==> config.mk <==
export PLATFORM = sky130hd
export DESIGN_NAME = sri_div
export DESIGN_NICKNAME = d
export VERILOG_FILES = /design/src/rtl/core/sri_pkg.sv /design/src/rtl/core/sri_div.sv
export SDC_FILE = /design/constraint.sdc
export NUM_CORES = 2
export LEC_CHECK = 0
export ABC_CLOCK_PERIOD_IN_PS = 4640
export BUFFER_PORTS_ARGS = -buffer_cell sky130_fd_sc_hd__buf_4
export CAP_MARGIN = 20
export CORE_ASPECT_RATIO = 0.6
export CORE_MARGIN = 2
export CORE_UTILIZATION = 55
export CTS_BUF_LIST = sky130_fd_sc_hd__clkbuf_4
export CTS_CLUSTER_SIZE = 28
export DETAILED_ROUTE_END_ITERATION = 6
export MAX_ROUTING_LAYER = met4
export PLACE_DENSITY = 0.71
export SYNTH_ARGS = -nofsm -noshare
export SYNTH_HDL_FRONTEND = slang
export SYNTH_SLANG_ARGS = --single-unit
==> constraint.sdc <==
create_clock -name clk -period 4.64 [get_ports clk]
set_clock_uncertainty 0.2 [all_clocks]
set_input_delay 0.696 -clock clk [delete_from_list [all_inputs] [get_ports clk]]
set_output_delay 0.696 -clock clk [all_outputs]
set_load 0.005 [all_outputs]
==> src/rtl/core/sri_pkg.sv <==
// Shared types and constants for the segment/rectangle intersection pipeline.
package sri_pkg;

    localparam int COORD_BITS = 16;
    localparam int C1_BITS    = COORD_BITS + 1;
    localparam int OFS_BITS   = COORD_BITS + 2;
    localparam int PROD_BITS  = 2 * COORD_BITS + 3;
    localparam int SP_BITS    = 2 * COORD_BITS + 1;
    localparam int BP_BITS    = 2 * COORD_BITS + 2;

    // edge order: top, right, bottom, left
    localparam int EDGE_TOP = 0;
    localparam int EDGE_RGT = 1;
    localparam int EDGE_BOT = 2;
    localparam int EDGE_LFT = 3;

    typedef struct packed {
        logic signed [COORD_BITS-1:0] start_x;
        logic signed [COORD_BITS-1:0] start_y;
        logic signed [COORD_BITS-1:0] end_x;
        logic signed [COORD_BITS-1:0] end_y;
        logic signed [COORD_BITS-1:0] rect_x;
        logic signed [COORD_BITS-1:0] rect_y;
        logic        [COORD_BITS-2:0] rect_w;
        logic        [COORD_BITS-2:0] rect_h;
    } sri_query_t;

    typedef struct packed {
        logic                         hit;
        logic signed [COORD_BITS-1:0] hit_x;
        logic signed [COORD_BITS-1:0] hit_y;
    } sri_result_t;

    // products for the top, right, bottom and left edges
    typedef struct packed {
        logic signed [SP_BITS-1:0]    psh;
        logic signed [SP_BITS-1:0]    psv;
        logic signed [PROD_BITS-1:0]  pt_top;
        logic signed [PROD_BITS-1:0]  pt_rgt;
        logic signed [PROD_BITS-1:0]  pt_bot;
        logic signed [PROD_BITS-1:0]  pt_lft;
        logic signed [SP_BITS-1:0]    plo_h;
        logic signed [BP_BITS-1:0]    phi_h;
        logic signed [SP_BITS-1:0]    plo_v;
        logic signed [BP_BITS-1:0]    phi_v;
        logic        [COORD_BITS-1:0] fix_top;
        logic        [COORD_BITS-1:0] fix_rgt;
        logic        [COORD_BITS-1:0] fix_bot;
        logic        [COORD_BITS-1:0] fix_lft;
        logic        [COORD_BITS-1:0] dh;
        logic        [COORD_BITS-1:0] dv;
        logic        [3:0]            ua_ok;
    } sri_prod_t;

    // winning edge, handed to the divider
    typedef struct packed {
        logic                         hit;
        logic                         horiz;
        logic                         neg;
        logic        [COORD_BITS-1:0] fixed;
        logic        [PROD_BITS-1:0]  mag;
        logic        [COORD_BITS-1:0] d;
    } sri_div_t;

    typedef struct packed {
        logic                         hit;
        logic                         horiz;
        logic                         neg;
        logic        [COORD_BITS-1:0] fixed;
        logic        [PROD_BITS-1:0]  rem;
        logic        [COORD_BITS-1:0] d;
        logic        [COORD_BITS-1:0] q;
    } sri_dstage_t;

endpackage

==> src/rtl/core/sri_div.sv <==
// Pipelined restoring divider (one quotient bit per stage) and result assembly.
module sri_div (
    input  logic                clk,
    input  logic                rst_n,
    input  logic                en,
    input  logic                in_vld,
    input  sri_pkg::sri_div_t    div,
    output logic                out_vld,
    output sri_pkg::sri_result_t result
);
    import sri_pkg::*;

    sri_dstage_t link     [COORD_BITS+1];
    logic        link_vld [COORD_BITS+1];

    assign link[0].hit   = div.hit;
    assign link[0].horiz = div.horiz;
    assign link[0].neg   = div.neg;
    assign link[0].fixed = div.fixed;
    assign link[0].rem   = div.mag;
    assign link[0].d     = div.d;
    assign link[0].q     = '0;
    assign link_vld[0]   = in_vld;

    for (genvar j = 0; j < COORD_BITS; j++)
    begin : g_stage
        localparam int K = COORD_BITS - 1 - j;
        sri_dstage_t stg_next, stg_reg;
        logic        vld_reg;
        logic [PROD_BITS-1:0] dsh;

        always_comb
        begin
            dsh      = PROD_BITS'(link[j].d) << K;
            stg_next = link[j];
            if (link[j].rem >= dsh)
            begin
                stg_next.rem  = link[j].rem - dsh;
                stg_next.q[K] = 1'b1;
            end
        end

        always_ff @(posedge clk or negedge rst_n)
        begin
            if (!rst_n)
            begin
                vld_reg <= 1'b0;
            end
            else if (en)
            begin
                vld_reg <= link_vld[j];
            end
        end

        always_ff @(posedge clk)
        begin
            if (en)
            begin
                stg_reg <= stg_next;
            end
        end

        assign link[j+1]     = stg_reg;
        assign link_vld[j+1] = vld_reg;
    end

    sri_result_t res_next, res_reg;
    logic        res_vld_reg;
    logic [COORD_BITS-1:0] coord;
    sri_dstage_t last;

    always_comb
    begin
        last  = link[COORD_BITS];
        // truncation toward zero: divide magnitudes, then restore the sign
        coord = last.neg ? -last.q : last.q;
        res_next.hit   = last.hit;
        res_next.hit_x = '0;
        res_next.hit_y = '0;
        if (last.hit)
        begin
            res_next.hit_x = last.horiz ? coord : last.fixed;
            res_next.hit_y = last.horiz ? last.fixed : coord;
        end
    end

    always_ff @(posedge clk or negedge rst_n)
    begin
        if (!rst_n)
        begin
            res_vld_reg <= 1'b0;
        end
        else if (en)
        begin
            res_vld_reg <= link_vld[COORD_BITS];
        end
    end

    always_ff @(posedge clk)
    begin
        if (en)
        begin
            res_reg <= res_next;
        end
    end

    assign out_vld = res_vld_reg;
    assign result  = res_reg;

endmodule
# == Word-level counts from Yosys, hierarchy flattened ==
# Cells that the tools add are included.
# word_totals
latch_bits,0
mem_bits_ro,0
out_inout_bits,34
register_bits,1255
ram_bits,0
elab_cells,196
n_memories,0
# op_classes
n_mux,19
order_cmp,16
n_eq_ne,0
multipliers,0
n_addsub,16
n_reduce_logical,0
shift,0
div,0
bitwise,0
# op_table
op,count
two-way mux 35 bit,15
two-way mux 16 bit,3
>= comparator 35 x 16 -> 1 bit,1
>= comparator 35 x 17 -> 1 bit,1
>= comparator 35 x 18 -> 1 bit,1
>= comparator 35 x 19 -> 1 bit,1
>= comparator 35 x 20 -> 1 bit,1
>= comparator 35 x 21 -> 1 bit,1
>= comparator 35 x 22 -> 1 bit,1
>= comparator 35 x 23 -> 1 bit,1
>= comparator 35 x 24 -> 1 bit,1
>= comparator 35 x 25 -> 1 bit,1
>= comparator 35 x 26 -> 1 bit,1
>= comparator 35 x 27 -> 1 bit,1
>= comparator 35 x 28 -> 1 bit,1
>= comparator 35 x 29 -> 1 bit,1
>= comparator 35 x 30 -> 1 bit,1
>= comparator 35 x 31 -> 1 bit,1
subtractor 35 x 17 -> 35 bit,1
subtractor 35 x 18 -> 35 bit,1
subtractor 35 x 19 -> 35 bit,1
subtractor 35 x 20 -> 35 bit,1
subtractor 35 x 21 -> 35 bit,1
subtractor 35 x 22 -> 35 bit,1
11 further kinds,11

# == Depth between registers and ports, before layout ==
# depth
depth_word,3
mapped_depth,13

# == Least setup slack after synthesis ==
# OpenSTA, ideal clock, no wires.
# synth_timing
path_type,reg2reg
start,reg g_stage[7].stg_reg[16] in the netlist's numbering
end,"reg g_stage[8].stg_reg[56] in the netlist's numbering, data pin"
path_stages_with_launch,12
required_ns,4.181
setup_ns,0.259
setup_slack_ns,1.149
n_path_buf,1
t_arrival_ns,3.032
period_less_slack_ns,3.491
path_cell_list,edfxtp_1 > ha_1 > fa_1 > nor2b_1 > o211ai_1 > a21boi_0 > o221ai_1 > o31a_1 > buf_2 > or3_1 > mux2_1 > a211o_1
# synth_lines
item,line_no,rtl
start: declaration,sri_div.sv:28,"sri_dstage_t stg_next, stg_reg;"
start signal: assignment,sri_div.sv:59,stg_reg <= stg_next;
end signal: assignment,sri_div.sv:59,
end: declaration,sri_div.sv:28,

==> out/qor.yml <==
floorplan:
  core.rowCount: 91
  die_w_um: 421
  initial_core_util_pct: 55.7
  die_area_um2: 107000
  ioPinCount: 108
  design.core.area_um2: 103000
  die_h_um: 254
drt:
  via_per_inst: 5.67
  routedWlPerCell_um: 19.4
  via_count: 36600
  drt-initial-drc-count: 4263
  drt_wl_total_mm: 125
  drc: 0
  dr.pass1.iters: 6
  ant_nets: 0
worst_setup_path:
  cp-start-kind: "register"
  cp_top_family: "compound AO/OA/AOI/OAI gates"
  cp_cell_sequence: "ha_1 > fa_1 > nor2b_1 > o21ai_0 > a21boi_0 > o31ai_1 > o311ai_1 > nor2_2 > inv_1 > mux2_2"
  crit_type: "reg -> reg"
  cpMaxStageDelayCell: "o311ai_1"
  cp_num_buf_inv: 1
  r2r-start: "g_stage[3].stg_reg[16]"
  path_max_fanout: 10
  startpoint: "g_stage[3].stg_reg[16]"
  cp_slowest_stage_delay_ps: 660
  arrival_ps: 5090
  setup.worst_path.end_class: "register"
  required_ps: 5380
layout:
  finalNetCount: 5224
  regArea_um2: 37600
  area_growth_pct: 13.9
  largest_reg_flops: 1160
  multiInputGateArea_um2: 18200
  drive_gt1_share_pct: 14.3
  layout_commonest_cell: "edfxtp_1"
  nFillCells: 7823
  final_cell_mix: "edfxtp_1, clkbuf_4, inv_1"
  fin_cells: 6456
place:
  port_buffers: 107
  placed_cells: 5824
  dpl.hpwl_mm: 87.3
  gp_congestion: 0.969
yosys:
  synth_edf_count: 1238
  synth.avg_cell_area_um2: 13.3
  syn-num-nets: 4668
  syn-cell-area_um2: 57400
  synth_cell_types: 86
  synth_seq_cells: 1255
  synth.yosys.seq_area_share_pct: 65.5
  synth_flop_cell: "edfxtp_1"
  ys_warn_count: 0
  synthCells: 4322
  async_reset_ff_share_pct: 1.35
hold_path:
  hold_class: "in -> reg"
  hp-start: "div[40]"
power:
  vdd_drop_max_mv: 0.292
  p_per_area_nw_per_um2: 519
  leakage_nw: 24.9
global_route:
  grt_pass1_wl_mm: 194
  gr-total-overflow: 0
  first_global_vias: 34200
  grt_max_degree: 123
  track_usage_pct: 24.1
  antenna_found_initial: 4
job:
  drv_cap: 0
clock_tree:
  clockBufferDepth: 4
  cts_tree: "yes"
  cts_max_level: 5
  clockRootBuffer: "clkbuf_4"
  cts_num_sinks: 1255
  clk_latency_ps: 1240
  cts_inserted_buffers: 308
  clk_pin_slew_worst_paths_ps: 70
sta:
  rsz0062_at_grt: "false"
  fin_tns_setup_ps: 0
  fmax_ghz: 0.229
  worst_pin_slew_ps: 1110
  setup-violations-final: 0
  finalCriticalPeriod_ps: 4360
  hold_viol: 0
  slew_headroom_pct: 25.2
  finalCritPeriodShare_pct: 93.9
  hold_slack_ps: 179
  drv_slew: 0
outcome:
  status: "finished, final reports clean"
final timing paths:
kind | end | cells after the start | slack (ps)
worst max-delay path | g_stage[4].stg_reg[46] | 10 | 280
worst min-delay path | g_stage[0].stg_reg[56] | 3 | 180
worst max register to register | g_stage[4].stg_reg[46] | 10 | 280
worst min register to register | g_stage[6].stg_reg[83] | 0 | 190
max in group asynchronous | g_stage[11].vld_reg | 3 | 3330
min in group asynchronous | g_stage[4].vld_reg | 3 | 420
metrics by stage:
step	utilization (%)	area [um^2]	worst slack [ps]	power [mW]
5_1_grt	63.4	65300	136	35.8
3_3_place_gp	58.6	60400	476	24.6
6_report	63.4	65300	282	33.9
2_1_floorplan	-	57400	1150	22.2
3_5_place_dp	58.6	60400	361	24.9
4_1_cts	63.4	65300	312	33.9
timing repair:
action                     CTS  global route
setup endpoints to repair    0             3
buffers inserted             0             0
resized for setup            0             1
hold buffers               137             0
hold endpoints to repair   336             0
cell families (layout without fill, tap and decap cells):
logic type | count (synthesis) | in the layout | synth area share (%)
adder cells (fa/ha/maj) | 272 | 272 | 6.13
AND/OR/NAND/NOR | 1137 | 1137 | 10.1
other | 0 | 4 | 0
AO/OA/AOI/OAI | 853 | 853 | 9.27
XOR/XNOR | 337 | 337 | 5.14
buffers and inverters | 409 | 1144 | 2.75
flip-flops | 1255 | 1255 | 65.5
multiplexers | 59 | 59 | 1.15
layout make-up:
class                      instances  share of cell area, %
sequential                      1255                   57.5
multi-input combinational       2658                   27.9
clock buffer                     445                   5.11
timing repair buffer             320                   4.49
tap                             1395                   2.67
inverter                         335                   1.92
clock inverter                    44                  0.335
antenna                            4                 0.0153
routing by layer:
metal | wire length, um | track usage [%] | up-vias
met5 | 0 | - | -
met4 | 1770 | 6.98 | 0
met3 | 16000 | 9.55 | 155
met2 | 44500 | 26.9 | 1541
met1 | 63200 | 38.4 | 17500
li1 | - | - | 17400
worst min-delay path, stage by stage:
cell	delay [ps]
dlygate4sd3_1	530
buf_4	110
o221a_2	180
cell usage after synthesis (all sizes together) (50+ instances only):
| cell type | count | share of area [%] |
|---|---|---|
| edfxtp | 1238 | 65 |
| inv | 335 | 2.2 |
| nand2 | 296 | 1.9 |
| nor2 | 260 | 1.7 |
| ha | 257 | 5.6 |
| o21ai | 256 | 2.2 |
| a21oi | 243 | 2.1 |
| xnor2 | 184 | 2.8 |
| xor2 | 153 | 2.3 |
| nor3 | 88 | 0.79 |
| a21o | 74 | 0.97 |
| nor4 | 68 | 0.74 |
| nand3 | 62 | 0.54 |
| nand2b | 61 | 0.66 |
| mux2 | 54 | 1.1 |
| clkbuf | 51 | 0.33 |
| nor2b | 50 | 0.56 |
power by group:
| group | switching (mW) | internal, mW | leakage (nW) |
|---|---|---|---|
| Combinational | 5.42 | 3.88 | 10.5 |
| Clock | 4.28 | 4.46 | 2.15 |
| Sequential | 1.07 | 14.8 | 12.2 |
| Total | 10.8 | 23.1 | 24.9 |
Power figures use the tool's default switching activity.
