File: src/rtl/core/sri_pkg.sv
// Shared types and constants for the segment/rectangle intersection pipeline.
package sri_pkg;

    localparam int COORD_BITS = 16;
    localparam int C1_BITS    = COORD_BITS + 1;
    localparam int OFS_BITS   = COORD_BITS + 2;
    localparam int PROD_BITS  = 2 * COORD_BITS + 3;
    localparam int SP_BITS    = 2 * COORD_BITS + 1;
    localparam int BP_BITS    = 2 * COORD_BITS + 2;

    // edge order: top, right, bottom, left
    localparam int EDGE_TOP = 0;
    localparam int EDGE_RGT = 1;
    localparam int EDGE_BOT = 2;
    localparam int EDGE_LFT = 3;

    typedef struct packed {
        logic signed [COORD_BITS-1:0] start_x;
        logic signed [COORD_BITS-1:0] start_y;
        logic signed [COORD_BITS-1:0] end_x;
        logic signed [COORD_BITS-1:0] end_y;
        logic signed [COORD_BITS-1:0] rect_x;
        logic signed [COORD_BITS-1:0] rect_y;
        logic        [COORD_BITS-2:0] rect_w;
        logic        [COORD_BITS-2:0] rect_h;
    } sri_query_t;

    typedef struct packed {
        logic                         hit;
        logic signed [COORD_BITS-1:0] hit_x;
        logic signed [COORD_BITS-1:0] hit_y;
    } sri_result_t;

    // products for the top, right, bottom and left edges
    typedef struct packed {
        logic signed [SP_BITS-1:0]    psh;
        logic signed [SP_BITS-1:0]    psv;
        logic signed [PROD_BITS-1:0]  pt_top;
        logic signed [PROD_BITS-1:0]  pt_rgt;
        logic signed [PROD_BITS-1:0]  pt_bot;
        logic signed [PROD_BITS-1:0]  pt_lft;
        logic signed [SP_BITS-1:0]    plo_h;
        logic signed [BP_BITS-1:0]    phi_h;
        logic signed [SP_BITS-1:0]    plo_v;
        logic signed [BP_BITS-1:0]    phi_v;
        logic        [COORD_BITS-1:0] fix_top;
        logic        [COORD_BITS-1:0] fix_rgt;
        logic        [COORD_BITS-1:0] fix_bot;
        logic        [COORD_BITS-1:0] fix_lft;
        logic        [COORD_BITS-1:0] dh;
        logic        [COORD_BITS-1:0] dv;
        logic        [3:0]            ua_ok;
    } sri_prod_t;

    // winning edge, handed to the divider
    typedef struct packed {
        logic                         hit;
        logic                         horiz;
        logic                         neg;
        logic        [COORD_BITS-1:0] fixed;
        logic        [PROD_BITS-1:0]  mag;
        logic        [COORD_BITS-1:0] d;
    } sri_div_t;

    typedef struct packed {
        logic                         hit;
        logic                         horiz;
        logic                         neg;
        logic        [COORD_BITS-1:0] fixed;
        logic        [PROD_BITS-1:0]  rem;
        logic        [COORD_BITS-1:0] d;
        logic        [COORD_BITS-1:0] q;
    } sri_dstage_t;

endpackage

File: src/rtl/core/sri_pick.sv
// Edge test against the rectangle span and first-hit selection (one stage).
module sri_pick (
    input  logic              clk,
    input  logic              rst_n,
    input  logic              en,
    input  logic              in_vld,
    input  sri_pkg::sri_prod_t prod,
    output logic              out_vld,
    output sri_pkg::sri_div_t  div
);
    import sri_pkg::*;

    logic signed [PROD_BITS-1:0] n_top, n_rgt, n_bot, n_lft;
    logic signed [PROD_BITS-1:0] lo_h, hi_h, lo_v, hi_v, n_sel;
    logic [3:0] ok;
    sri_div_t   div_next, div_reg;
    logic       vld_reg;

    always_comb
    begin
        n_top = PROD_BITS'(prod.psh) + prod.pt_top;
        n_bot = PROD_BITS'(prod.psh) + prod.pt_bot;
        n_rgt = PROD_BITS'(prod.psv) + prod.pt_rgt;
        n_lft = PROD_BITS'(prod.psv) + prod.pt_lft;
        lo_h  = PROD_BITS'(prod.plo_h);
        hi_h  = PROD_BITS'(prod.phi_h);
        lo_v  = PROD_BITS'(prod.plo_v);
        hi_v  = PROD_BITS'(prod.phi_v);

        // exact hit coordinate times d must land inside the edge span
        ok[EDGE_TOP] = prod.ua_ok[EDGE_TOP] && (n_top >= lo_h) && (n_top <= hi_h);
        ok[EDGE_BOT] = prod.ua_ok[EDGE_BOT] && (n_bot >= lo_h) && (n_bot <= hi_h);
        ok[EDGE_RGT] = prod.ua_ok[EDGE_RGT] && (n_rgt >= lo_v) && (n_rgt <= hi_v);
        ok[EDGE_LFT] = prod.ua_ok[EDGE_LFT] && (n_lft >= lo_v) && (n_lft <= hi_v);

        div_next.hit   = |ok;
        div_next.horiz = 1'b1;
        div_next.fixed = prod.fix_top;
        div_next.d     = prod.dh;
        n_sel          = n_top;
        if (ok[EDGE_TOP])
        begin
            div_next.horiz = 1'b1;
        end
        else if (ok[EDGE_RGT])
        begin
            div_next.horiz = 1'b0;
            div_next.fixed = prod.fix_rgt;
            div_next.d     = prod.dv;
            n_sel          = n_rgt;
        end
        else if (ok[EDGE_BOT])
        begin
            div_next.fixed = prod.fix_bot;
            n_sel          = n_bot;
        end
        else if (ok[EDGE_LFT])
        begin
            div_next.horiz = 1'b0;
            div_next.fixed = prod.fix_lft;
            div_next.d     = prod.dv;
            n_sel          = n_lft;
        end
        div_next.neg = n_sel[PROD_BITS-1];
        div_next.mag = n_sel[PROD_BITS-1] ? PROD_BITS'(-n_sel) : PROD_BITS'(n_sel);
    end

    always_ff @(posedge clk or negedge rst_n)
    begin
        if (!rst_n)
        begin
            vld_reg <= 1'b0;
        end
        else if (en)
        begin
            vld_reg <= in_vld;
        end
    end

    always_ff @(posedge clk)
    begin
        if (en)
        begin
            div_reg <= div_next;
        end
    end

    assign out_vld = vld_reg;
    assign div     = div_reg;

endmodule

File: config.mk
export PLATFORM = sky130hd
export DESIGN_NAME = sri_pick
export DESIGN_NICKNAME = d
export VERILOG_FILES = /design/src/rtl/core/sri_pkg.sv /design/src/rtl/core/sri_pick.sv
export SDC_FILE = /design/constraint.sdc
export NUM_CORES = 1
export LEC_CHECK = 0
export ABC_AREA = 1
export BUFFER_PORTS_ARGS = -buffer_cell sky130_fd_sc_hd__clkbuf_2
export CORE_MARGIN = 1.5
export CORE_UTILIZATION = 51
export DETAILED_ROUTE_END_ITERATION = 6
export PLACE_DENSITY_LB_ADDON = 0.2
export SYNTH_ARGS = -nofsm -noshare
export SYNTH_HDL_FRONTEND = slang
export SYNTH_SLANG_ARGS = --single-unit
export TNS_END_PERCENT = 100
File: constraint.sdc
create_clock -name clk -period 0.8 [get_ports clk]
set_input_delay 0.08 -clock clk [delete_from_list [all_inputs] [get_ports clk]]
set_output_delay 0.08 -clock clk [all_outputs]
set_load 0.05 [all_outputs]
==> impl_metrics.yaml, run 1 <==
outcome:
  status: "aborted with a tool error"
  stop_stage: "global routing (5_1_grt)"
  stop_error: "[ERROR GRT-0232] Routing congestion too high. Check the congestion heatmap in the GUI."
logic_synthesis:
  synth_edf_count: 70
  ys_warn_count: 0
  syn_inst: 3328
  yosysSeqAreaShare_pct: 10.3
  synth_seq_cells: 71
  synthArstFlopShare_pct: 1.41
  ys.flop_type: "edfxtp_1"
  synth_area_sq_mm: 0.0207
  netlist-cell-type-count: 51
  avgSynthCellArea_sq_um: 6.21
  synthesis.nets: 4193
place:
  pre_cts_slack_ns: -4.77
  gp_congestion: 1.09
  placedCellCount: 5232
  io_buffers: 514
  hpwl_um: 89600
clocking:
  cts_sinks: 71
  cts_buffers: 9
  clock-root-buffer: "clkbuf_16"
  clk_path_buf_depth: 2
  cts_htree_levels: 3
global_route:
  grt.overflow.total: 442
  grt_max_degree: 25
  track_usage_pct: 85.9
floorplanning:
  row_count: 73
  io_pins: 515
  fp.dieH_um: 204
  start_util_pct: 51.9
  die-width_um: 204
==> stage by stage <==
step,TNS (ns),cell area (sq um)
2_1_floorplan,-240.01,21100
3_3_place_gp,-310.94,30900
3_5_place_dp,-317.00,30900
4_1_cts,-276.64,33500
==> synth_stat cells, types with 30 or more instances <==
library cell  instances  share of area [%]
nand4_1              69                2.1
nor3_1               30               0.73
ha_1                417                 25
edfxtp_1             70                 10
nand3_1             209                5.1
a21oi_1             254                6.1
o21ai_0             108                2.6
xnor2_1              38                1.6
inv_1               492                8.9
nor2_1              330                6.0
nand2_1             936                 17
xor2_1               96                4.1
==> cell families after synthesis <==
logic type               Yosys count  share of synthesized area [%]
AND/OR/NAND/NOR                 1659                           33.9
AO/OA/AOI/OAI                    492                           13.4
buffers and inverters            534                           10.2
flip-flops                        71                           10.3
adder cells (fa/ha/maj)          421                           25.6
multiplexers                      17                          0.926
XOR/XNOR                         134                           5.68
==> routing by layer <==
metal | GRT overflow | global-route usage [%]
met3 | 51 | 75.8
met4 | 111 | 78.6
met1 | 59 | 86.8
met2 | 212 | 97.7
met5 | 9 | 66.4
==> repair_timing <==
action | 4_1_cts
setup buffers | 56
hold buffers | 2
resized for setup | 380
pin swaps | 123
hold endpoints to repair | 2
cloned | 7
endpoints found under the setup margin | 141
==> inputs of run 2 (changes only) <==
CORE_UTILIZATION = 39   (was 51)
PLACE_DENSITY_LB_ADDON = 0.15   (was 0.2)
clock period = 1.04 ns   (was 0.8 ns; I/O delays follow)
==> run 2 against run 1 <==
  * The flow now finishes, with violations (setup timing)
  * Synthesized cell count unchanged
  * Area after synthesis did not move
==> impl_metrics.yaml, run 2 <==
outcome:
  status: "finished, violations left"
  violations: "setup timing"
sta:
  timing.fmax_mhz: 195
  tightest_slew_ns: 0.693
  finalSetupViolCount: 90
  slew_violations: 0
  setup_ws_ns: -4.10
  timing.slew.headroom_pct: 53.5
  skew_ns: 0
  period_needed_ns: 5.14
  rsz0062_at_grt: "yes"
  tns_ns: -260.64
  finalHoldViolCount: 0
  fin_crit_sh_pct: 494
clocking:
  clk_path_buf_depth: 2
  clock-root-buffer: "clkbuf_16"
  cts_tree: "built"
  cts_sinks: 71
  clk_pin_slew_ns: 0.06
  cts_buffers: 9
  cts_htree_levels: 3
  clock_latency_ns: 0.33
logic_synthesis:
  synth_edf_count: 70
  synthesis.nets: 4193
  yosysSeqAreaShare_pct: 10.3
  netlist-cell-type-count: 51
  yosysTopAreaCell: "ha_1"
  synth_area_sq_mm: 0.0207
  synth_seq_cells: 71
  synth_common_cells: "nand2_1, inv_1, ha_1"
  synthArstFlopShare_pct: 1.41
  ys_warn_count: 0
  ys.flop_type: "edfxtp_1"
  avgSynthCellArea_sq_um: 6.21
  synth_top_area_share_pct: 25.2
  synthTopCellsByArea: "ha_1, nand2_1, edfxtp_1"
  syn_inst: 3328
  synth.most_common_cell: "nand2_1"
min_path:
  hold_class: "input port to flip-flop"
routing:
  first_iter_violations: 2051
  num_vias: 28362
  wl_um: 105000
  drc: 0
  first_pass_iters: 6
  wire_per_inst_um: 18.9
  antenna_left: 0
  viasPerCell: 5.10
place:
  io_buffers: 514
  hpwl_um: 90400
  gp_congestion: 1.10
  dpl_cell_area_sq_mm: 0.0316
  placedCellCount: 5464
power_and_ir_drop:
  p_sw_share_pct: 51.0
  p_switching_mw: 29.7
  combPwrFrac_pct: 84.8
  p_seq_share_pct: 10.0
  powerDensity_mw_per_mm2: 1660
  leakage_nw: 19.6
  vdd_drop_max_uv: 1160
  clock_power_share_pct: 5.2
  p_int_mw: 28.5
final_layout:
  syn_to_final_growth_pct: 69.6
  drive_gt1_share_pct: 41.6
  final-instance-count-excl-fill: 5561
  final_common_cell: "buf_4"
  layout_common_cells: "buf_4, nand2_1, inv_1"
  design_area_sq_mm: 0.0351
  largest_reg_flops: 70
  num-nets-final: 5728
floorplanning:
  die-width_um: 233
  core_sq_mm: 0.0524
  row_count: 84
  die_area_sq_mm: 0.0544
  fp.dieH_um: 233
  start_util_pct: 39.4
  io_pins: 515
global_route:
  grt.overflow.total: 0
  grt_pass1_wl_um: 150000
  grt_pass1_vias: 26923
  grt_max_degree: 35
  grt_antenna_before_repair: 6
  track_usage_pct: 36.7
setup_path:
  arrival_ns: 5.22
  cp-start-kind: "input port"
  cp.required_ns: 1.12
  crit_path_top_delay_cell: "ha_1"
  cp-end-kind: "flip-flop"
  crit_fanout: 7
  cpMostUsedCell: "nand2_1"
  critPathMaxStageDelay_ns: 0.31
  critical_path_class: "input port to flip-flop"
job:
  cap_violations: 0
## run 2: cell counts after synthesis
Identical to the previous run, type by type.
## run 2: cells by family after synthesis
kind of cell             share of synthesized area (%)
AO/OA/AOI/OAI                                     13.4
XOR/XNOR                                          5.68
adder cells (fa/ha/maj)                           25.6
buffers and inverters                             10.2
flip-flops                                        10.3
multiplexers                                     0.926
AND/OR/NAND/NOR                                   33.9
## run 2: critical path: cells and delay by family
family                     cells  cell delay (ns)
and+or+nand+nor               22             2.48
AOI/OAI and AO/OA              4             0.72
adders and majority gates      2             0.60
buffers and inverters          8             1.14
xor gates and xnor gates       1             0.13
## run 2: timing repair
item                       4_1_cts  5_1_grt
pin swaps                      102      133
hold buffers                     1        0
setup endpoints to repair      136      132
resized for setup              314      336
cloned                           8        3
hold endpoints to repair         1        0
setup buffers                   42       26
## run 2: path summary, 6_finish.rpt
path | start | to | slack, ns | cells past startpoint
max | prod[389] | div[47] | -4.10 | 37
min | in_vld | out_vld | 0.004 | 2
max reg2reg | out_vld | out_vld | 0.30 | 1
min reg2reg | out_vld | out_vld | 0.51 | 1
max in group asynchronous | rst_n | out_vld | 0.88 | 2
min in group asynchronous | rst_n | out_vld | 0.07 | 2
## run 2: final cells by class
cell class | instances | area [sq um]
repair buffers | 1558 | 11400
fillers | 4781 | 17400
repair inverters | 1 | 6.26
flip-flops and latches | 71 | 2130
clock inverters | 5 | 58.8
clock buffers | 11 | 233
well taps | 688 | 861
multi-input cells | 2724 | 18500
diodes | 5 | 12.5
inverters | 498 | 1890
## run 2: power groups by stage
stage	combinational, mW	sequential [mW]	clock, mW
2_1_floorplan	18.2	8.88	0
3_5_place_dp	39.8	5.62	0
3_3_place_gp	39.5	5.60	0
6_report	49.3	5.85	3.02
5_1_grt	52.7	5.83	3.20
4_1_cts	44.7	5.63	3.06
## run 2: per-layer routing
layer	global-route usage [%]	wire length, um	vias up
li1	-	-	14132
met1	46.7	44200	12872
met2	61.1	47400	1108
met3	3.60	7130	248
met4	18.9	6350	2
met5	0	11	-
## run 2: per-stage QoR
stage | utilization (%) | total power [mW] | worst slack (ns) | hold WS [ns]
6_report | 66.8 | 58.2 | -4.10 | 0.00409
5_1_grt | 66.8 | 61.8 | -4.38 | 0.00184
4_1_cts | 64.3 | 53.4 | -3.83 | 0.000732
3_5_place_dp | 60.3 | 45.4 | -4.51 | -0.119
3_3_place_gp | 60.3 | 45.1 | -4.53 | -0.120
2_1_floorplan | - | 27.1 | -3.58 | -0.192
(Power assumes the default switching activity.)
==> inputs of run 3 (changes only) <==
ABC_AREA = default   (was 1)
==> run 3 against run 2 <==
  * The flow still finishes with violations (setup timing)
  * Routed wire length shrank 15%
  * Hold slack gained 0.013 ns
  * Fmax shrank 18%
  * Highest routed layer is now met4
==> impl_metrics.yaml, run 3 <==
outcome:
  status: "finished, violations left"
  violations: "setup timing"
sta:
  fin_crit_sh_pct: 606
  timing.slew.headroom_pct: 53.8
  finalSetupViolCount: 102
  setup_ws_ns: -5.26
  timing.fmax_mhz: 159
  tightest_slew_ns: 0.688
  period_needed_ns: 6.30
  slew_violations: 0
  rsz0062_at_grt: "yes"
  finalHoldViolCount: 0
  skew_ns: 0
floorplanning:
  row_count: 80
  start_util_pct: 39.3
  die_area_sq_mm: 0.0493
  fp.dieH_um: 222
  die-width_um: 222
  core_sq_mm: 0.0475
  io_pins: 515
routing:
  num_vias: 24586
  drc: 0
  viasPerCell: 5.56
  antenna_left: 0
  first_iter_violations: 1620
  wire_per_inst_um: 20.3
  wl_um: 89700
  first_pass_iters: 5
setup_path:
  arrival_ns: 6.40
  path_delay_family: "compound AO/OA/AOI/OAI gates"
  cp.required_ns: 1.14
  crit_fanout: 8
  cp-end-kind: "flip-flop"
  cp-start-kind: "input port"
  critical_path_class: "input port to flip-flop"
  critPathMaxStageDelay_ns: 0.62
  crit_path_top_delay_cell: "or4_4"
  path_buf_inv: 5
logic_synthesis:
  yosysTopAreaCell: "ha_1"
  synthesis.nets: 3221
  synth_seq_cells: 71
  syn_inst: 2356
  synth_area_sq_mm: 0.0187
  ys.flop_type: "edfxtp_1"
  avgSynthCellArea_sq_um: 7.94
  synth_top_area_share_pct: 27.9
  synth.most_common_cell: "ha_1"
  synth_edf_count: 70
  ys_warn_count: 0
  synthTopCellsByArea: "ha_1, edfxtp_1, a21oi_1"
  synthArstFlopShare_pct: 1.41
  synth_common_cells: "ha_1, inv_1, a21oi_1"
  yosysSeqAreaShare_pct: 11.4
  netlist-cell-type-count: 110
global_route:
  grt_max_degree: 23
  grt.overflow.total: 0
  track_usage_pct: 34.3
  grt_antenna_before_repair: 0
  grt_pass1_wl_um: 133000
  grt_pass1_vias: 24623
final_layout:
  design_area_sq_mm: 0.0325
  largest_reg_flops: 70
  antenna_cells: 0
  final_common_cell: "buf_4"
  syn_to_final_growth_pct: 73.9
  final_core_util_pct: 68.4
  layout_common_cells: "buf_4, clkbuf_2, ha_1"
  num-nets-final: 4665
  drive_gt1_share_pct: 47.7
place:
  gp_congestion: 0.980
  io_buffers: 514
  dpl_cell_area_sq_mm: 0.0291
  hpwl_um: 75400
power_and_ir_drop:
  leakage_nw: 16.3
  p_sw_share_pct: 47.3
  p_int_mw: 28.8
  p_seq_share_pct: 10.8
  p_switching_mw: 25.8
  powerDensity_mw_per_mm2: 1680
  vdd_drop_max_uv: 1210
  combPwrFrac_pct: 83.4
  clock_power_share_pct: 5.8
clocking:
  cts_htree_levels: 3
  cts_buffers: 9
  clk_pin_slew_ns: 0.06
  cts_tree: "built"
  clock-root-buffer: "clkbuf_16"
  cts_sinks: 71
  clock_latency_ns: 0.36
  clk_path_buf_depth: 2
min_path:
  hold_class: "input port to flip-flop"
job:
  cap_violations: 0
## run 3: metrics by stage
| stage | instances | hold WS (ns) | worst slack, ns | TNS (ns) | power, mW |
|---|---|---|---|---|---|
| global route | 4420 | 0.0245 | -5.49 | -331.89 | 57.5 |
| CTS | 4380 | 0.00771 | -5.14 | -314.69 | 49.8 |
| global placement | 4306 | -0.119 | -5.88 | -371.08 | 41.4 |
| finish | 4420 | 0.0174 | -5.26 | -317.20 | 54.6 |
| floorplan | 2356 | -0.192 | -4.78 | -299.78 | 26.5 |
| detailed placement | 4306 | -0.116 | -6.04 | -380.39 | 42.2 |
## run 3: path summary, 6_finish.rpt
check                      startpoint       to  slack, ns  cells after the start
setup / recovery            prod[234]  div[43]      -5.26                     28
hold / removal               prod[98]  div[65]       0.02                      3
setup reg to reg              out_vld  out_vld       0.26                      1
hold reg to reg               out_vld  out_vld       0.57                      1
max in group asynchronous       rst_n  out_vld       0.88                      2
min in group asynchronous       rst_n  out_vld       0.07                      2
## run 3: timing repair
action | in CTS | in global routing
endpoints found under the hold margin | 2 | 0
hold buffers | 2 | 0
resized for setup | 237 | 329
endpoints found under the setup margin | 141 | 141
setup buffers | 52 | 43
pin swaps | 58 | 87
gates cloned | 5 | 2
## run 3: cell families after synthesis
kind of cell             synth area share (%)
adder cells (fa/ha/maj)                  28.3
buffers and inverters                    5.76
XOR/XNOR                                 6.84
AND/OR/NAND/NOR                          17.2
multiplexers                             1.30
AO/OA/AOI/OAI                            29.2
flip-flops                               11.4
## run 3: final cells by class
type,count,area (sq um)
multi-input cells,2012,17500
fillers,3929,15000
repair buffers,1489,11000
flip-flops and latches,71,2130
inverters,217,817
well taps,615,769
clock buffers,11,233
clock inverters,5,58.8
## run 3: power groups by stage
stage	Combinational, mW	Clock (mW)	Sequential, mW
floorplan	17.4	0	9.11
global placement	35.8	0	5.62
detailed placement	36.5	0	5.64
CTS	41.0	3.19	5.67
global route	48.2	3.29	5.97
finish	45.5	3.17	5.91
## run 3: metal layers
metal	vias up	part of all wire [%]	GRT usage, %
met5	-	0	0
met4	0	3.8	11.3
met3	153	5.4	2.94
met2	849	47	59.4
met1	11677	43	44.8
li1	11907	-	-
## run 3: worst min-delay path, stage by stage
cell and delay (ns):
clkbuf_2 0.08, nand2_1 0.05, o31ai_1 0.05
==> inputs of run 4 (changes only) <==
MAX_ROUTING_LAYER = met4   (was default)
==> run 4 against run 3 <==
  * The flow still finishes with violations (setup timing)
  * Die area stayed put
  * Global-route usage is 2.3 points higher
  * Clock skew stayed put
  * Count of clock-buffer cells in the layout is 1 lower
  * Sequential share of layout area is 0.20 points lower
  * Sequential cell count stayed put
  * Clock power is 4% higher
  * Via count is 2.3% higher
  * Non-clock buffer count is 39 higher
  * Sequential power is 1% higher
  * Fmax is 0.60% higher
  * Register-to-register slack worse by 0.03 ns
  * Critical path type unchanged
==> impl_metrics.yaml, run 4 (synthesized netlist as in run 3, its figures left out) <==
final_layout:
  drive_gt1_share_pct: 49.6
  final_common_cell: "buf_4"
  final_core_util_pct: 70.6
  num-nets-final: 4704
  antenna_cells: 0
  num-fill-cells: 3752
  layout_common_cells: "buf_4, clkbuf_2, ha_1"
  syn_to_final_growth_pct: 79.4
  largest_reg_flops: 70
sta:
  tns_ns: -325.69
  timing.fmax_mhz: 160
  timing.slew.headroom_pct: 54.4
  period_needed_ns: 6.26
  finalHoldViolCount: 0
  fin_crit_sh_pct: 602
  whs_ns: 0.0151
  skew_ns: 0
  slew_violations: 0
  rsz0062_at_grt: "yes"
  tightest_slew_ns: 0.680
  setup_ws_ns: -5.22
  finalSetupViolCount: 115
clocking:
  cts_htree_levels: 3
  cts_sinks: 71
  clk_path_buf_depth: 2
  clock_latency_ns: 0.37
  cts_tree: "built"
  clock-root-buffer: "clkbuf_16"
  clk_pin_slew_ns: 0.06
  cts_buffers: 9
power_and_ir_drop:
  p_int_mw: 30.1
  leakage_nw: 16.8
  p_sw_share_pct: 47.0
  powerDensity_mw_per_mm2: 1690
  p_seq_share_pct: 10.5
  vdd_drop_max_uv: 1150
  clock_power_share_pct: 5.8
  p_switching_mw: 26.7
  combPwrFrac_pct: 83.6
outcome:
  status: "finished, violations left"
  violations: "setup timing"
setup_path:
  cp.required_ns: 1.15
  critical_path_class: "input port to flip-flop"
  arrival_ns: 6.37
  cp-end-kind: "flip-flop"
  cp-start-kind: "input port"
  critPathMaxStageDelay_ns: 0.62
  crit_fanout: 5
  crit_path_top_delay_cell: "or4_4"
floorplanning:
  core_sq_mm: 0.0475
  start_util_pct: 39.3
  die-width_um: 222
  die_area_sq_mm: 0.0493
  fp.dieH_um: 222
  io_pins: 515
  row_count: 80
place:
  gp_congestion: 1.04
  hpwl_um: 76000
  io_buffers: 514
routing:
  num_vias: 25140
  wire_per_inst_um: 20.7
  first_iter_violations: 1569
  drc: 0
  viasPerCell: 5.64
  first_pass_iters: 5
  antenna_left: 0
  wl_um: 92400
global_route:
  grt_max_degree: 21
  grt.overflow.total: 0
  track_usage_pct: 36.5
  grt_pass1_wl_um: 137000
  grt_pass1_vias: 25371
  grt_antenna_before_repair: 0
job:
  cap_violations: 0
min_path:
  hold_class: "input port to flip-flop"
[run 4: metal layers]
| metal | vias to the layer above | part of all wire, % | global-route usage, % |
|---|---|---|---|
| met5 | - | 0 | - |
| met4 | 0 | 4.1 | 13.1 |
| met3 | 181 | 4.9 | 2.52 |
| met2 | 920 | 48 | 62.0 |
| met1 | 12071 | 43 | 45.7 |
| li1 | 11968 | - | - |
[run 4: final timing paths]
path	to	slack [ns]	depth (start not counted)	startpoint
hold / removal	div[52]	0.02	3	prod[85]
setup / recovery	div[49]	-5.22	31	prod[407]
hold reg to reg	out_vld	0.61	1	out_vld
max in group asynchronous	out_vld	0.87	2	rst_n
min in group asynchronous	out_vld	0.08	2	rst_n
setup reg to reg	out_vld	0.23	1	out_vld
[run 4: critical path, delay by kind of cell]
| kind | cells | cell delay [ns] |
|---|---|---|
| AO/OA/AOI/OAI | 11 | 2.01 |
| XOR/XNOR | 1 | 0.10 |
| adder cells (fa/ha/maj) | 3 | 0.70 |
| buffers and inverters | 5 | 0.66 |
| AND/OR/NAND/NOR | 11 | 2.76 |
[run 4: cell type report]
cell class                 count  area (sq um)  share of cell area (%)
clock buffer                  10           239                   0.712
inverter                     217           817                    2.43
clock inverter                 6          68.8                   0.205
sequential                    71          2130                    6.34
tap                          615           769                    2.29
multi-input combinational   2012         18000                    53.5
timing repair buffer        1528         11600                    34.5
[run 4: power groups by stage]
stage	combinational, mW	clock, mW	sequential [mW]
2_1_floorplan	17.4	0	9.11
3_3_place_gp	35.8	0	5.64
3_5_place_dp	36.5	0	5.67
4_1_cts	42.5	3.33	5.72
5_1_grt	50.1	3.41	6.04
6_report	47.4	3.31	5.98
[run 4: timing repair]
action	CTS	global route
buffers inserted	72	65
pin swaps	108	121
hold endpoints to repair	2	0
hold buffers	2	0
setup endpoints to repair	141	141
cloned	10	2
resized for setup	317	351
[run 4: through the flow]
step                      area (sq um)  power [mW]  std cells  setup slack (ns)
after floorplan                  19400        26.5       2356             -4.78
after global placement           29200        41.4       4308             -5.93
after detailed placement         29200        42.2       4308             -6.09
after CTS                        31900        51.6       4404             -5.02
after global routing             33600        59.6       4459             -5.43
final                            33600        56.7       4459             -5.22
